$ cat config.mk
export PLATFORM = sky130hd
export DESIGN_NAME = two_axis_position_pid_unit
export DESIGN_NICKNAME = d
export VERILOG_FILES = /design/src/rtl/core/tapid_pkg.sv /design/src/rtl/core/two_axis_position_pid_unit.sv
export SDC_FILE = /design/constraint.sdc
export NUM_CORES = 2
export LEC_CHECK = 0
export BUFFER_PORTS_ARGS = -buffer_cell sky130_fd_sc_hd__buf_2
export CORE_ASPECT_RATIO = 2
export CORE_MARGIN = 8
export CORE_UTILIZATION = 64
export DETAILED_ROUTE_END_ITERATION = 12
export PLACE_DENSITY = 0.81
export RECOVER_POWER = 25
export SLEW_MARGIN = 30
export SYNTH_ARGS = -nofsm -noshare
export SYNTH_HDL_FRONTEND = slang
export SYNTH_SLANG_ARGS = --single-unit
$ cat constraint.sdc
create_clock -name clk -period 29.2 [get_ports clk]
set_input_delay 1.46 -clock clk [delete_from_list [all_inputs] [get_ports clk]]
set_output_delay 1.46 -clock clk [all_outputs]
set_load 0.01 [all_outputs]
$ cat src/rtl/core/tapid_pkg.sv
//==============================================================================
// tapid_pkg
// Types, constants and microprogram of the two-axis position PID unit.
//==============================================================================
package tapid_pkg;

    localparam int CNT_W       = 16;
    localparam int ANGLE_W     = 32;
    localparam int SUM_W       = 48;
    localparam int GAIN_W      = 24;
    localparam int DUTY_W      = 14;
    localparam int DIR_W       = 2;
    localparam int CFG_IDX_W   = 3;
    localparam int CFG_DATA_W  = 32;
    localparam int IN_TDATA_W  = 32;
    localparam int OUT_TDATA_W = 32;
    localparam int USTEP_W     = 5;
    localparam int MAG_W       = 48;
    localparam int MULA_W      = 26;
    localparam int PROD_W      = MULA_W + GAIN_W;
    localparam int TERM_W      = 61;
    localparam int ACC_W       = 63;
    localparam int DRIVE_W     = 26;

    localparam logic [TERM_W-1:0]  TERM_LIMIT = TERM_W'(1) << 60;
    localparam logic [ACC_W-1:0]   HALF_DRIVE = ACC_W'(1) << 25;
    localparam logic [DUTY_W-1:0]  DUTY_MAX   = 14'd16383;

    typedef logic [USTEP_W-1:0] ustep_t;

    typedef enum logic [DIR_W-1:0] {
        DIR_STOP = 2'd0,
        DIR_FWD  = 2'd1,
        DIR_REV  = 2'd2
    } dir_t;

    typedef enum logic [CFG_IDX_W-1:0] {
        REG_TARGET_H = 3'd0,
        REG_TARGET_E = 3'd1,
        REG_GAIN_P_H = 3'd2,
        REG_GAIN_P_E = 3'd3,
        REG_GAIN_I_E = 3'd4,
        REG_GAIN_D_E = 3'd5,
        REG_SCALE_H  = 3'd6,
        REG_SCALE_E  = 3'd7
    } reg_idx_t;

    // operand loaded into the sign/magnitude register
    typedef enum logic [2:0] {
        SRC_NONE, SRC_CNT_H, SRC_CNT_E, SRC_ERR_H, SRC_ERR_E, SRC_SUM, SRC_DIFF, SRC_ACC
    } src_t;

    // multiplier use: low digit, high digit, or drive times full scale
    typedef enum logic [1:0] {
        MUL_NONE, MUL_LO, MUL_HI, MUL_DRV
    } mul_t;

    typedef enum logic [2:0] {
        G_SCALE_H, G_SCALE_E, G_P_H, G_P_E, G_I_E, G_D_E, G_DUTY
    } gsel_t;

    typedef enum logic [3:0] {
        OP_NOP, OP_STEP_H, OP_STEP_E, OP_ANG_H, OP_ANG_E, OP_ERR_H, OP_ERR_E,
        OP_SUM, OP_TERM, OP_LOAD, OP_ACC, OP_PREV
    } op_t;

    typedef enum logic [1:0] {
        WR_NONE, WR_H, WR_E
    } wr_t;

    typedef enum logic [1:0] {
        COND_NONE, COND_NO_INPUT, COND_OUT_BUSY, COND_ALWAYS
    } cond_t;

    typedef struct packed {
        src_t   src;
        mul_t   mul;
        gsel_t  gsel;
        op_t    op;
        wr_t    wr;
        cond_t  cond;
        ustep_t target;
    } uword_t;

    localparam ustep_t STEP_WAIT = 5'd0;
    localparam ustep_t STEP_EMIT = 5'd21;

    function automatic uword_t uw(input src_t src, input mul_t mul, input gsel_t gsel,
                                  input op_t op, input wr_t wr, input cond_t cond,
                                  input ustep_t target);
        uword_t w;
        w.src    = src;
        w.mul    = mul;
        w.gsel   = gsel;
        w.op     = op;
        w.wr     = wr;
        w.cond   = cond;
        w.target = target;
        return w;
    endfunction

    // One control tick. A gain multiply spans two words (low then high digit),
    // the term is formed in the next word and summed in the one after;
    // most later operands load while an earlier multiply is still running.
    function automatic uword_t ucode_rom(input ustep_t step);
        uword_t w;
        case (step)
            5'd0:  w = uw(SRC_NONE,  MUL_NONE, G_SCALE_H, OP_NOP,    WR_NONE, COND_NO_INPUT,
                          STEP_WAIT);
            5'd1:  w = uw(SRC_CNT_H, MUL_NONE, G_SCALE_H, OP_NOP,    WR_NONE, COND_NONE,
                          STEP_WAIT);
            5'd2:  w = uw(SRC_CNT_E, MUL_LO,   G_SCALE_H, OP_NOP,    WR_NONE, COND_NONE,
                          STEP_WAIT);
            5'd3:  w = uw(SRC_NONE,  MUL_LO,   G_SCALE_E, OP_STEP_H, WR_NONE, COND_NONE,
                          STEP_WAIT);
            5'd4:  w = uw(SRC_NONE,  MUL_NONE, G_SCALE_H, OP_ANG_H,  WR_NONE, COND_NONE,
                          STEP_WAIT);
            5'd5:  w = uw(SRC_NONE,  MUL_NONE, G_SCALE_H, OP_STEP_E, WR_NONE, COND_NONE,
                          STEP_WAIT);
            5'd6:  w = uw(SRC_NONE,  MUL_NONE, G_SCALE_H, OP_ERR_H,  WR_NONE, COND_NONE,
                          STEP_WAIT);
            5'd7:  w = uw(SRC_ERR_H, MUL_NONE, G_SCALE_H, OP_ANG_E,  WR_NONE, COND_NONE,
                          STEP_WAIT);
            5'd8:  w = uw(SRC_NONE,  MUL_LO,   G_P_H,     OP_ERR_E,  WR_NONE, COND_NONE,
                          STEP_WAIT);
            5'd9:  w = uw(SRC_ERR_E, MUL_HI,   G_P_H,     OP_SUM,    WR_NONE, COND_NONE,
                          STEP_WAIT);
            5'd10: w = uw(SRC_NONE,  MUL_LO,   G_P_E,     OP_TERM,   WR_NONE, COND_NONE,
                          STEP_WAIT);
            5'd11: w = uw(SRC_SUM,   MUL_HI,   G_P_E,     OP_LOAD,   WR_NONE, COND_NONE,
                          STEP_WAIT);
            5'd12: w = uw(SRC_NONE,  MUL_LO,   G_I_E,     OP_TERM,   WR_NONE, COND_NONE,
                          STEP_WAIT);
            5'd13: w = uw(SRC_ACC,   MUL_HI,   G_I_E,     OP_LOAD,   WR_NONE, COND_NONE,
                          STEP_WAIT);
            5'd14: w = uw(SRC_DIFF,  MUL_DRV,  G_DUTY,    OP_TERM,   WR_NONE, COND_NONE,
                          STEP_WAIT);
            5'd15: w = uw(SRC_NONE,  MUL_LO,   G_D_E,     OP_ACC,    WR_H,    COND_NONE,
                          STEP_WAIT);
            5'd16: w = uw(SRC_NONE,  MUL_HI,   G_D_E,     OP_PREV,   WR_NONE, COND_NONE,
                          STEP_WAIT);
            5'd17: w = uw(SRC_NONE,  MUL_NONE, G_SCALE_H, OP_TERM,   WR_NONE, COND_NONE,
                          STEP_WAIT);
            5'd18: w = uw(SRC_NONE,  MUL_NONE, G_SCALE_H, OP_ACC,    WR_NONE, COND_NONE,
                          STEP_WAIT);
            5'd19: w = uw(SRC_ACC,   MUL_NONE, G_SCALE_H, OP_NOP,    WR_NONE, COND_NONE,
                          STEP_WAIT);
            5'd20: w = uw(SRC_NONE,  MUL_DRV,  G_DUTY,    OP_NOP,    WR_NONE, COND_NONE,
                          STEP_WAIT);
            5'd21: w = uw(SRC_NONE,  MUL_NONE, G_SCALE_H, OP_NOP,    WR_E,    COND_OUT_BUSY,
                          STEP_EMIT);
            default: w = uw(SRC_NONE, MUL_NONE, G_SCALE_H, OP_NOP,   WR_NONE, COND_ALWAYS,
                            STEP_WAIT);
        endcase
        return w;
    endfunction

    function automatic logic signed [ANGLE_W-1:0] sat32(input logic signed [ANGLE_W:0] x);
        logic signed [ANGLE_W-1:0] r;
        if (x[ANGLE_W] != x[ANGLE_W-1])
            r = x[ANGLE_W] ? {1'b1, {(ANGLE_W-1){1'b0}}} : {1'b0, {(ANGLE_W-1){1'b1}}};
        else
            r = x[ANGLE_W-1:0];
        return r;
    endfunction

    function automatic logic signed [SUM_W-1:0] sat48(input logic signed [SUM_W:0] x);
        logic signed [SUM_W-1:0] r;
        if (x[SUM_W] != x[SUM_W-1])
            r = x[SUM_W] ? {1'b1, {(SUM_W-1){1'b0}}} : {1'b0, {(SUM_W-1){1'b1}}};
        else
            r = x[SUM_W-1:0];
        return r;
    endfunction

endpackage

$ cat src/rtl/core/two_axis_position_pid_unit.sv
//==============================================================================
// two_axis_position_pid_unit
// Two-axis position controller: proportional horizontal, PID elevation.
//==============================================================================
// Each input transaction is one control tick carrying the signed encoder
// counts of both axes since the previous tick. The unit scales each count
// to an angle step (Q8.16 scale, rounded), accumulates saturating 32-bit
// angles in 1/1024 degree, forms the error against the programmed targets,
// runs P control on the horizontal axis and PID with a saturating 48-bit
// error sum on the elevation axis, clamps each drive to plus or minus one
// half, and returns one output transaction with a direction code
// (0 stop, 1 forward, 2 reverse) and a PWM duty per axis.
// Sequencing: the 23-word microprogram pushes every product (angle steps,
// four gains split into two 24-bit digits, duty scaling) through one
// shared 26x24 multiplier. The result sits in an output register, so the
// next tick is taken while it still waits; only when a second result is
// ready before the first was taken does the sequencer hold on its emit
// step. Write the configuration registers only while idle.
// Register map (cfg_index): 0 target_horizontal, 1 target_elevation,
// 2 gain_p_horizontal, 3 gain_p_elevation, 4 gain_i_elevation,
// 5 gain_d_elevation, 6 scale_horizontal, 7 scale_elevation; the 24-bit
// registers take cfg_data[23:0].
//==============================================================================
module two_axis_position_pid_unit #(
    parameter int unsigned DUTY_FULL_SCALE = 20000
) (
    input  logic                                clk,
    input  logic                                rst_n,
    // input tick
    input  logic                                s_tvalid,
    output logic                                s_tready,
    // [15:0] count_horizontal, [31:16] count_elevation
    input  logic [tapid_pkg::IN_TDATA_W-1:0]    s_tdata,
    // result
    output logic                                m_tvalid,
    input  logic                                m_tready,
    // [1:0] direction_horizontal, [15:2] duty_horizontal,
    // [17:16] direction_elevation, [31:18] duty_elevation
    output logic [tapid_pkg::OUT_TDATA_W-1:0]   m_tdata,
    // configuration writes
    input  logic                                cfg_valid,
    output logic                                cfg_ready,
    input  logic [tapid_pkg::CFG_IDX_W-1:0]     cfg_index,
    input  logic [tapid_pkg::CFG_DATA_W-1:0]    cfg_data
);
    import tapid_pkg::*;

    localparam logic [GAIN_W-1:0] DUTY_MULT = GAIN_W'(DUTY_FULL_SCALE);

    // sequencer
    ustep_t step_reg;
    ustep_t step_next;
    uword_t uc;
    logic   out_busy;
    logic   in_fire;

    // configuration
    logic signed [ANGLE_W-1:0] tgt_h_reg;
    logic signed [ANGLE_W-1:0] tgt_e_reg;
    logic [GAIN_W-1:0]         gp_h_reg;
    logic [GAIN_W-1:0]         gp_e_reg;
    logic [GAIN_W-1:0]         gi_e_reg;
    logic [GAIN_W-1:0]         gd_e_reg;
    logic [GAIN_W-1:0]         sc_h_reg;
    logic [GAIN_W-1:0]         sc_e_reg;

    // controller state
    logic signed [ANGLE_W-1:0] angle_h_reg;
    logic signed [ANGLE_W-1:0] angle_e_reg;
    logic signed [SUM_W-1:0]   esum_reg;
    logic signed [ANGLE_W-1:0] prev_err_e_reg;

    // datapath registers
    logic signed [CNT_W-1:0]   cnt_h_reg;
    logic signed [CNT_W-1:0]   cnt_e_reg;
    logic signed [24:0]        ang_inc_reg;
    logic signed [ANGLE_W-1:0] err_h_reg;
    logic signed [ANGLE_W-1:0] err_e_reg;
    logic [MAG_W-1:0]          mag_reg;
    logic                      neg_reg;
    logic [PROD_W-1:0]         prod_reg;
    logic [MAG_W-1:0]          plo_reg;
    logic                      pneg_reg;
    logic                      pzero_reg;
    logic signed [TERM_W:0]    term_reg;
    logic signed [ACC_W-1:0]   acc_reg;
    dir_t                      res_dir_h_reg;
    logic [DUTY_W-1:0]         res_duty_h_reg;
    logic                      m_tvalid_reg;
    logic                      m_tvalid_next;
    logic [OUT_TDATA_W-1:0]    m_tdata_reg;

    // combinational datapath
    logic signed [ANGLE_W:0]   diff_e;
    logic signed [MAG_W:0]     src_val;
    logic signed [MAG_W:0]     src_abs;
    logic                      acc_neg;
    logic signed [ACC_W-1:0]   acc_abs;
    logic [DRIVE_W-1:0]        acc_sat;
    logic [MULA_W-1:0]         mul_a;
    logic [GAIN_W-1:0]         mul_b;
    logic [PROD_W-1:0]         mul_p;
    logic                      st_neg;
    logic [40:0]               st_p;
    logic [40:0]               st_x;
    logic signed [ANGLE_W-1:0] ang_cur;
    logic signed [ANGLE_W-1:0] ang_new;
    logic signed [ANGLE_W-1:0] err_new;
    logic signed [SUM_W-1:0]   esum_new;
    logic                      t_big;
    logic [TERM_W-1:0]         t_sum;
    logic [TERM_W-1:0]         t_mag;
    logic signed [TERM_W:0]    t_val;
    dir_t                      drv_dir;
    logic [DUTY_W-1:0]         drv_duty;

    assign uc        = ucode_rom(step_reg);
    assign s_tready  = (step_reg == STEP_WAIT);
    assign in_fire   = s_tvalid && s_tready;
    assign out_busy  = m_tvalid_reg && !m_tready;
    assign cfg_ready = 1'b1;
    assign m_tvalid  = m_tvalid_reg;
    assign m_tdata   = m_tdata_reg;

    // Step counter: advance, or take the jump when the word's condition holds.
    always_comb
    begin
        case (uc.cond)
            COND_NO_INPUT: step_next = s_tvalid ? ustep_t'(step_reg + 1'b1) : uc.target;
            COND_OUT_BUSY: step_next = out_busy ? uc.target : ustep_t'(step_reg + 1'b1);
            COND_ALWAYS:   step_next = uc.target;
            default:       step_next = ustep_t'(step_reg + 1'b1);
        endcase
    end

    // Operand for the sign/magnitude register.
    assign diff_e = (ANGLE_W+1)'(err_e_reg) - (ANGLE_W+1)'(prev_err_e_reg);

    always_comb
    begin
        case (uc.src)
            SRC_CNT_H: src_val = (MAG_W+1)'(cnt_h_reg);
            SRC_CNT_E: src_val = (MAG_W+1)'(cnt_e_reg);
            SRC_ERR_H: src_val = (MAG_W+1)'(err_h_reg);
            SRC_ERR_E: src_val = (MAG_W+1)'(err_e_reg);
            SRC_SUM:   src_val = (MAG_W+1)'(esum_reg);
            SRC_DIFF:  src_val = (MAG_W+1)'(diff_e);
            default:   src_val = '0;
        endcase
    end

    assign src_abs = src_val[MAG_W] ? -src_val : src_val;

    // Drive magnitude, clamped to one half.
    assign acc_neg = acc_reg[ACC_W-1];
    assign acc_abs = acc_neg ? -acc_reg : acc_reg;
    assign acc_sat = (acc_abs >= signed'(HALF_DRIVE)) ? DRIVE_W'(HALF_DRIVE)
                                                      : acc_abs[DRIVE_W-1:0];

    // Shared multiplier.
    always_comb
    begin
        case (uc.mul)
            MUL_HI:  mul_a = {2'b00, mag_reg[MAG_W-1:24]};
            MUL_DRV: mul_a = mag_reg[MULA_W-1:0];
            default: mul_a = {2'b00, mag_reg[23:0]};
        endcase
        case (uc.gsel)
            G_SCALE_H: mul_b = sc_h_reg;
            G_SCALE_E: mul_b = sc_e_reg;
            G_P_H:     mul_b = gp_h_reg;
            G_P_E:     mul_b = gp_e_reg;
            G_I_E:     mul_b = gi_e_reg;
            G_D_E:     mul_b = gd_e_reg;
            G_DUTY:    mul_b = DUTY_MULT;
            default:   mul_b = '0;
        endcase
    end

    assign mul_p = PROD_W'(mul_a) * PROD_W'(mul_b);

    // Angle step: floor((count * scale + 2^15) / 2^16); a negative count
    // negates the product in the same add.
    assign st_neg = (uc.op == OP_STEP_E) ? cnt_e_reg[CNT_W-1] : cnt_h_reg[CNT_W-1];
    assign st_p   = prod_reg[40:0];
    assign st_x   = st_neg ? (~st_p + 41'd32769) : (st_p + 41'd32768);

    assign ang_cur = (uc.op == OP_ANG_E) ? angle_e_reg : angle_h_reg;
    assign ang_new = sat32((ANGLE_W+1)'(ang_cur) + (ANGLE_W+1)'(ang_inc_reg));

    assign err_new = (uc.op == OP_ERR_E)
                   ? sat32((ANGLE_W+1)'(tgt_e_reg) - (ANGLE_W+1)'(angle_e_reg))
                   : sat32((ANGLE_W+1)'(tgt_h_reg) - (ANGLE_W+1)'(angle_h_reg));

    assign esum_new = sat48((SUM_W+1)'(esum_reg) + (SUM_W+1)'(err_e_reg));

    // Gain term from the two digit products, magnitude held at 2^60.
    assign t_big = |prod_reg[PROD_W-1:36];
    assign t_sum = TERM_W'({prod_reg[35:0], 24'b0}) + TERM_W'(plo_reg);
    assign t_mag = (t_big || (t_sum > TERM_LIMIT)) ? TERM_LIMIT : t_sum;
    assign t_val = pneg_reg ? -signed'({1'b0, t_mag}) : signed'({1'b0, t_mag});

    // Direction and duty from the latched drive product.
    assign drv_dir  = pzero_reg ? DIR_STOP : (pneg_reg ? DIR_REV : DIR_FWD);
    assign drv_duty = (|prod_reg[PROD_W-1:40]) ? DUTY_MAX : prod_reg[39:26];

    always_comb
    begin
        m_tvalid_next = m_tvalid_reg;
        if (uc.wr == WR_E && !out_busy)
            m_tvalid_next = 1'b1;
        else if (m_tready)
            m_tvalid_next = 1'b0;
    end

    // Control state, configuration and controller state.
    always_ff @(posedge clk or negedge rst_n)
    begin
        if (!rst_n)
        begin
            step_reg       <= STEP_WAIT;
            m_tvalid_reg   <= 1'b0;
            tgt_h_reg      <= '0;
            tgt_e_reg      <= '0;
            gp_h_reg       <= 24'd19661;
            gp_e_reg       <= 24'd19661;
            gi_e_reg       <= 24'd1311;
            gd_e_reg       <= 24'd459;
            sc_h_reg       <= 24'd65536;
            sc_e_reg       <= 24'd65536;
            angle_h_reg    <= '0;
            angle_e_reg    <= '0;
            esum_reg       <= '0;
            prev_err_e_reg <= '0;
        end
        else
        begin
            step_reg     <= step_next;
            m_tvalid_reg <= m_tvalid_next;

            if (cfg_valid)
            begin
                case (reg_idx_t'(cfg_index))
                    REG_TARGET_H: tgt_h_reg <= signed'(cfg_data);
                    REG_TARGET_E: tgt_e_reg <= signed'(cfg_data);
                    REG_GAIN_P_H: gp_h_reg  <= cfg_data[GAIN_W-1:0];
                    REG_GAIN_P_E: gp_e_reg  <= cfg_data[GAIN_W-1:0];
                    REG_GAIN_I_E: gi_e_reg  <= cfg_data[GAIN_W-1:0];
                    REG_GAIN_D_E: gd_e_reg  <= cfg_data[GAIN_W-1:0];
                    REG_SCALE_H:  sc_h_reg  <= cfg_data[GAIN_W-1:0];
                    REG_SCALE_E:  sc_e_reg  <= cfg_data[GAIN_W-1:0];
                    default: ;
                endcase
            end

            case (uc.op)
                OP_ANG_H: angle_h_reg    <= ang_new;
                OP_ANG_E: angle_e_reg    <= ang_new;
                OP_SUM:   esum_reg       <= esum_new;
                OP_PREV:  prev_err_e_reg <= err_e_reg;
                default: ;
            endcase
        end
    end

    // Datapath payload registers.
    always_ff @(posedge clk)
    begin
        if (in_fire)
        begin
            cnt_h_reg <= signed'(s_tdata[CNT_W-1:0]);
            cnt_e_reg <= signed'(s_tdata[2*CNT_W-1:CNT_W]);
        end

        if (uc.src == SRC_ACC)
        begin
            mag_reg <= MAG_W'(acc_sat);
            neg_reg <= acc_neg;
        end
        else if (uc.src != SRC_NONE)
        begin
            mag_reg <= src_abs[MAG_W-1:0];
            neg_reg <= src_val[MAG_W];
        end

        if (uc.mul != MUL_NONE)
            prod_reg <= mul_p;
        // keep the low digit and the sign alongside the high digit
        if (uc.mul == MUL_HI)
            plo_reg <= prod_reg[MAG_W-1:0];
        if (uc.mul == MUL_HI || uc.mul == MUL_DRV)
            pneg_reg <= neg_reg;
        if (uc.mul == MUL_DRV)
            pzero_reg <= (mag_reg == '0);

        case (uc.op)
            OP_STEP_H, OP_STEP_E: ang_inc_reg <= signed'(st_x[40:16]);
            OP_ERR_H:             err_h_reg   <= err_new;
            OP_ERR_E:             err_e_reg   <= err_new;
            OP_TERM:              term_reg    <= t_val;
            OP_LOAD:              acc_reg     <= ACC_W'(term_reg);
            OP_ACC:               acc_reg     <= acc_reg + ACC_W'(term_reg);
            default: ;
        endcase

        if (uc.wr == WR_H)
        begin
            res_dir_h_reg  <= drv_dir;
            res_duty_h_reg <= drv_duty;
        end
        if (uc.wr == WR_E && !out_busy)
            m_tdata_reg <= {drv_duty, drv_dir, res_duty_h_reg, res_dir_h_reg};
    end

endmodule

# == Word level (Yosys, flattened, before mapping) ==
# Memory sizes are Yosys's and may differ from the RTL's.
# Index checks and enable logic that the tools add are counted.
# totals
register_bits,801
romBits,608
out_inout_bits,35
elab_cells,152
n_memories,1
# memory_table
memory,words,word_bits,read_ports,rd_clocked_by_memory_dff,write_ports,line_no,rtl
(name not given),32,19,1,0,0,tapid_pkg.sv:107,case (step)
# classes
n_addsub,13
n_mul,1
n_lt_le_gt_ge,2
n_eq_ne,42
n_mux,33
bitwise,1
reduce_logical,27
# op_table
cell,count
case mux 49 bit (6 select lines),1
2-to-1 mux 32 bit,8
case mux 24 bit (7 select lines),1
2-to-1 mux 48 bit,3
case mux 63 bit (2 select lines),1
2-to-1 mux 61 bit,2
subtractor 32 x 32 -> 33 bit,3
"adder 41 x 16 -> 41 bit, second input constant",2
2-to-1 mux 26 bit,3
adder 63 x 62 -> 63 bit,1
">= comparator 63 x 27 -> 1 bit, second input constant",1
2-to-1 mux 63 bit,1
negator 63 bit,1
negator 61 -> 62 bit,1
adder 60 x 48 -> 61 bit,1
"> comparator 61 bit, second input constant",1
case mux 26 bit (2 select lines),1
multiplier 26 x 24 -> 50 bit,1
adder 48 x 32 -> 49 bit,1
zero test 48 bit,1
negator 48 bit,1
2-to-1 mux 41 bit,1
NOT 41 bit,1
adder 32 x 25 -> 33 bit,1
27 further kinds,80

# == Depth between registers and ports, before layout ==
# An unclocked memory read counts as a cell.
# depth
depth_word,7
depth_mapped,41
ltp_nobuf,38

# == Worst setup path after synthesis ==
# Ideal clock, no wire load.
# synth_path
kind,register to register
startpoint,register step_reg[3]
endpoint,register prod_reg[48] (data pin)
t_arrival_ps,11286
t_required_ps,28942
slack_ps,17657
path_stages_with_launch,38
n_path_buf,4
cell_sequence,dfrtp_1 > clkbuf_1 > clkbuf_1 > mux2i_1 > o22ai_1 > nand2b_1 > a21boi_1 > buf_1 > buf_1 > mux2i_1 > nor2_1 > fa_1 > inv_1 > fa_1 > inv_1 > fa_1 > inv_1 > fa_1 > [... 2 more ...] > fa_1 > inv_1 > fa_1 > inv_1 > ha_1 > and3_1 > and2_1 > a221o_1 > a2111o_1 > o211ai_1 > a31o_2 > o311a_1 > o21bai_1 > a221oi_1 > nor2_1 > a41o_1 > a21oi_1 > xnor2_1
# synth_between
elab_chain_len,4
# synth_rtl
element,line_no,rtl
from (decl),two_axis_position_pid_unit.sv:51,ustep_t step_reg;
from (signal assigned),two_axis_position_pid_unit.sv:238,step_reg <= step_next;
memory (32 x 19 bit) *,-,
"== test 3 bit, or another cell as far along",two_axis_position_pid_unit.sv:168,case (uc.gsel)
case mux 24 bit (7 select lines) / case mux 26 bit (2 select lines) (equally long branches),"two_axis_position_pid_unit.sv:168, two_axis_position_pid_unit.sv:163",
multiplier 26 x 24 -> 50 bit *,two_axis_position_pid_unit.sv:180,assign mul_p = PROD_W'(mul_a) * PROD_W'(mul_b);
named net mul_p[48],two_axis_position_pid_unit.sv:102,logic [PROD_W-1:0] mul_p;
to (signal assigned),two_axis_position_pid_unit.sv:287,prod_reg <= mul_p;
to (decl),two_axis_position_pid_unit.sv:81,logic [PROD_W-1:0] prod_reg;
# The timed path passes the listed nets; every way through them passes the cells marked *.
# A chain may end at the register's enable or synchronous reset.

==> out/results.tsv <==
metric	value	unit
critPathArrivalTime	11070	ps
final_nets	8789	
postPlaceCellArea	0.0739	sq mm
synth_common_cells	nand2_1, inv_1, nor2_1	
numPortBuffers	105	
synthTopCellsByArea	edfxtp_1, fa_1, dfrtp_1	
dpl.hpwl	184000	um
setup_ws	17220	ps
netlist_area	0.0716	sq mm
h-tree-depth	3	
ant_nets	0	
drive_gt1_share	9.81	%
dieArea	0.123	sq mm
skew	49.1	ps
synth_cell_types	115	
fill_cells	8758	
routedWlPerCell	26.1	um
hp-class	flop to flop	
clock-sinks	801	
die_y	489	um
yosysSeqAreaShare	30.8	%
synth_most_common_cell	nand2_1	
slew_headroom	-360	%
wl	242000	um
cp-start-kind	input pin	
max_stage_delay	4910	ps
synth_fa_ha_area_share	22.9	%
violations	capacitance limit, slew limit	
viasPerCell	6.51	
synth_xor_area_share	4.55	%
drc	0	
synth_top_family_by_area	adder cells	
end_kind	asynchronous set/reset pin	
synth-edff-count	421	
syn_to_final_growth	7.11	%
synthesis.nets	8809	
critPathKind	input pin to asynchronous set/reset pin	
cts_inserted_buffers	75	
setup_viol	0	
path_max_fanout	133	
cts_buffer_depth	3	
crit_path_top_delay_cell	clkbuf_1	
gp_congestion	1.00	
ff_latch_area	0.0221	sq mm
cp_common_cell	clkbuf_1	
core.rowCount	173	
synth_seq_cells	801	
drt_iter0_markers	4765	
synthSimpleGateAreaFrac	15.4	%
ys.warnings.count	0	
slew_viol_final	562	
cts_resized	0	
clk_pin_slew	80	ps
grt_pass1_wl	364000	um
post_cts.repair.setup_buffers	0	
max_cap_viol_count	13	
synth-compound-area-share	14.8	%
multi_input_area	0.0454	sq mm
pre_cts_slack	17460	ps
postLayoutCellArea	0.0767	sq mm
period_share	41.0	%
fp.dieW	252	um
postSynthCellCount	7752	
core_area	0.111	sq mm
syn_area_per_cell	9.24	sq um
async_flop_share	44.7	%
grt_pass1_vias	62023	
tns	0	ps
worstPathRequired	28290	ps
dr.pass1.iters	8	
clockRootBuffer	clkbuf_16	
grt_max_degree	173	
start_util	64.5	%
num_io_pins	107	
insertion_delay	700	ps
gr-total-overflow	0	
postCtsHoldBufs	0	
hold_viol	0	
crit_chain	clkbuf_1 -> clkbuf_1 -> clkbuf_1	
synth.top_cell.area_share	17.7	%
muxShareOfSynthArea	5.26	%
largest_reg_flops	63	
num_vias	60441	
fmax	83.5	MHz
grtUsageTotal	39.0	%
tightest_slew	6900	ps
rsz0062_at_grt	no	
cts_tree	done	
outcome	finished, violations left	
synth_ff_type	edfxtp_1	
min_period	11980	ps
grt_antenna_before_repair	3	
synth_area_leader_cell	edfxtp_1	
==> cell families after synthesis <==
group,after synthesis
and+or+nand+nor,2415
muxes,341
xor gates and xnor gates,371
adders and majority gates,993
buffers and inverters,1162
DFF,801
other,1
AOI/OAI and AO/OA,1668
==> worst max-delay path: cells and delay by family <==
kind | cells | cell delay, ps
buffers and inverters | 3 | 9400
==> per-layer routing <==
layer	track usage (%)	wire [um]	part of all wire [%]	up-vias
li1	-	-	-	26599
met1	39.7	76900	32	29646
met2	66.8	119000	49	3030
met3	7.01	18100	7.5	1164
met4	36.7	28000	12	2
met5	0	13	0.0054	-
==> metrics by stage <==
stage	utilization [%]	hold WS (ps)	std cells
after floorplan	-	400	7752
after global placement	66.5	400	9137
after detailed placement	66.6	406	9138
after CTS	69.1	420	9278
after global routing	69.0	424	9283
final	69.1	417	9286
==> final cells by class <==
type / instances / area share, %
Clock buffer: 97 / 2.74
Sequential cell: 801 / 28.8
Timing Repair Buffer: 218 / 1.77
Tap cell: 1487 / 2.43
Inverter: 847 / 4.15
Antenna cell: 4 / 0.0131
Clock inverter: 43 / 0.848
Multi-Input combinational cell: 5789 / 59.3
==> path summary, 6_finish.rpt <==
kind                                    startpoint      endpoint  slack (ps)  depth (start not counted)
worst min-delay path            res_duty_h_reg[10]   m_tdata[12]         420                          0
min in group asynchronous                    rst_n   esum_reg[1]        2140                          1
max in group clk                       step_reg[1]  prod_reg[48]       17610                         35
worst min register to register  res_duty_h_reg[10]   m_tdata[12]         420                          0
worst max-delay path                         rst_n  gd_e_reg[19]       17220                          3
worst max register to register         step_reg[1]  prod_reg[48]       17610                         35
==> placed cells by master (no fill, tap or decap), types with 221 or more instances in the layout <==
cell / Yosys / routed
fa_1: 533 / 533
edfxtp_1: 421 / 421
o21ai_0: 445 / 443
ha_1: 452 / 452
a21oi_1: 437 / 437
mux2_2: 273 / 269
xnor2_1: 221 / 221
dfrtp_1: 327 / 327
nand2_1: 1081 / 1080
inv_1: 846 / 844
nor2_1: 541 / 536
Power is not shown: default switching activity piles up to over one toggle a cycle in this logic, so the estimate is an artifact.
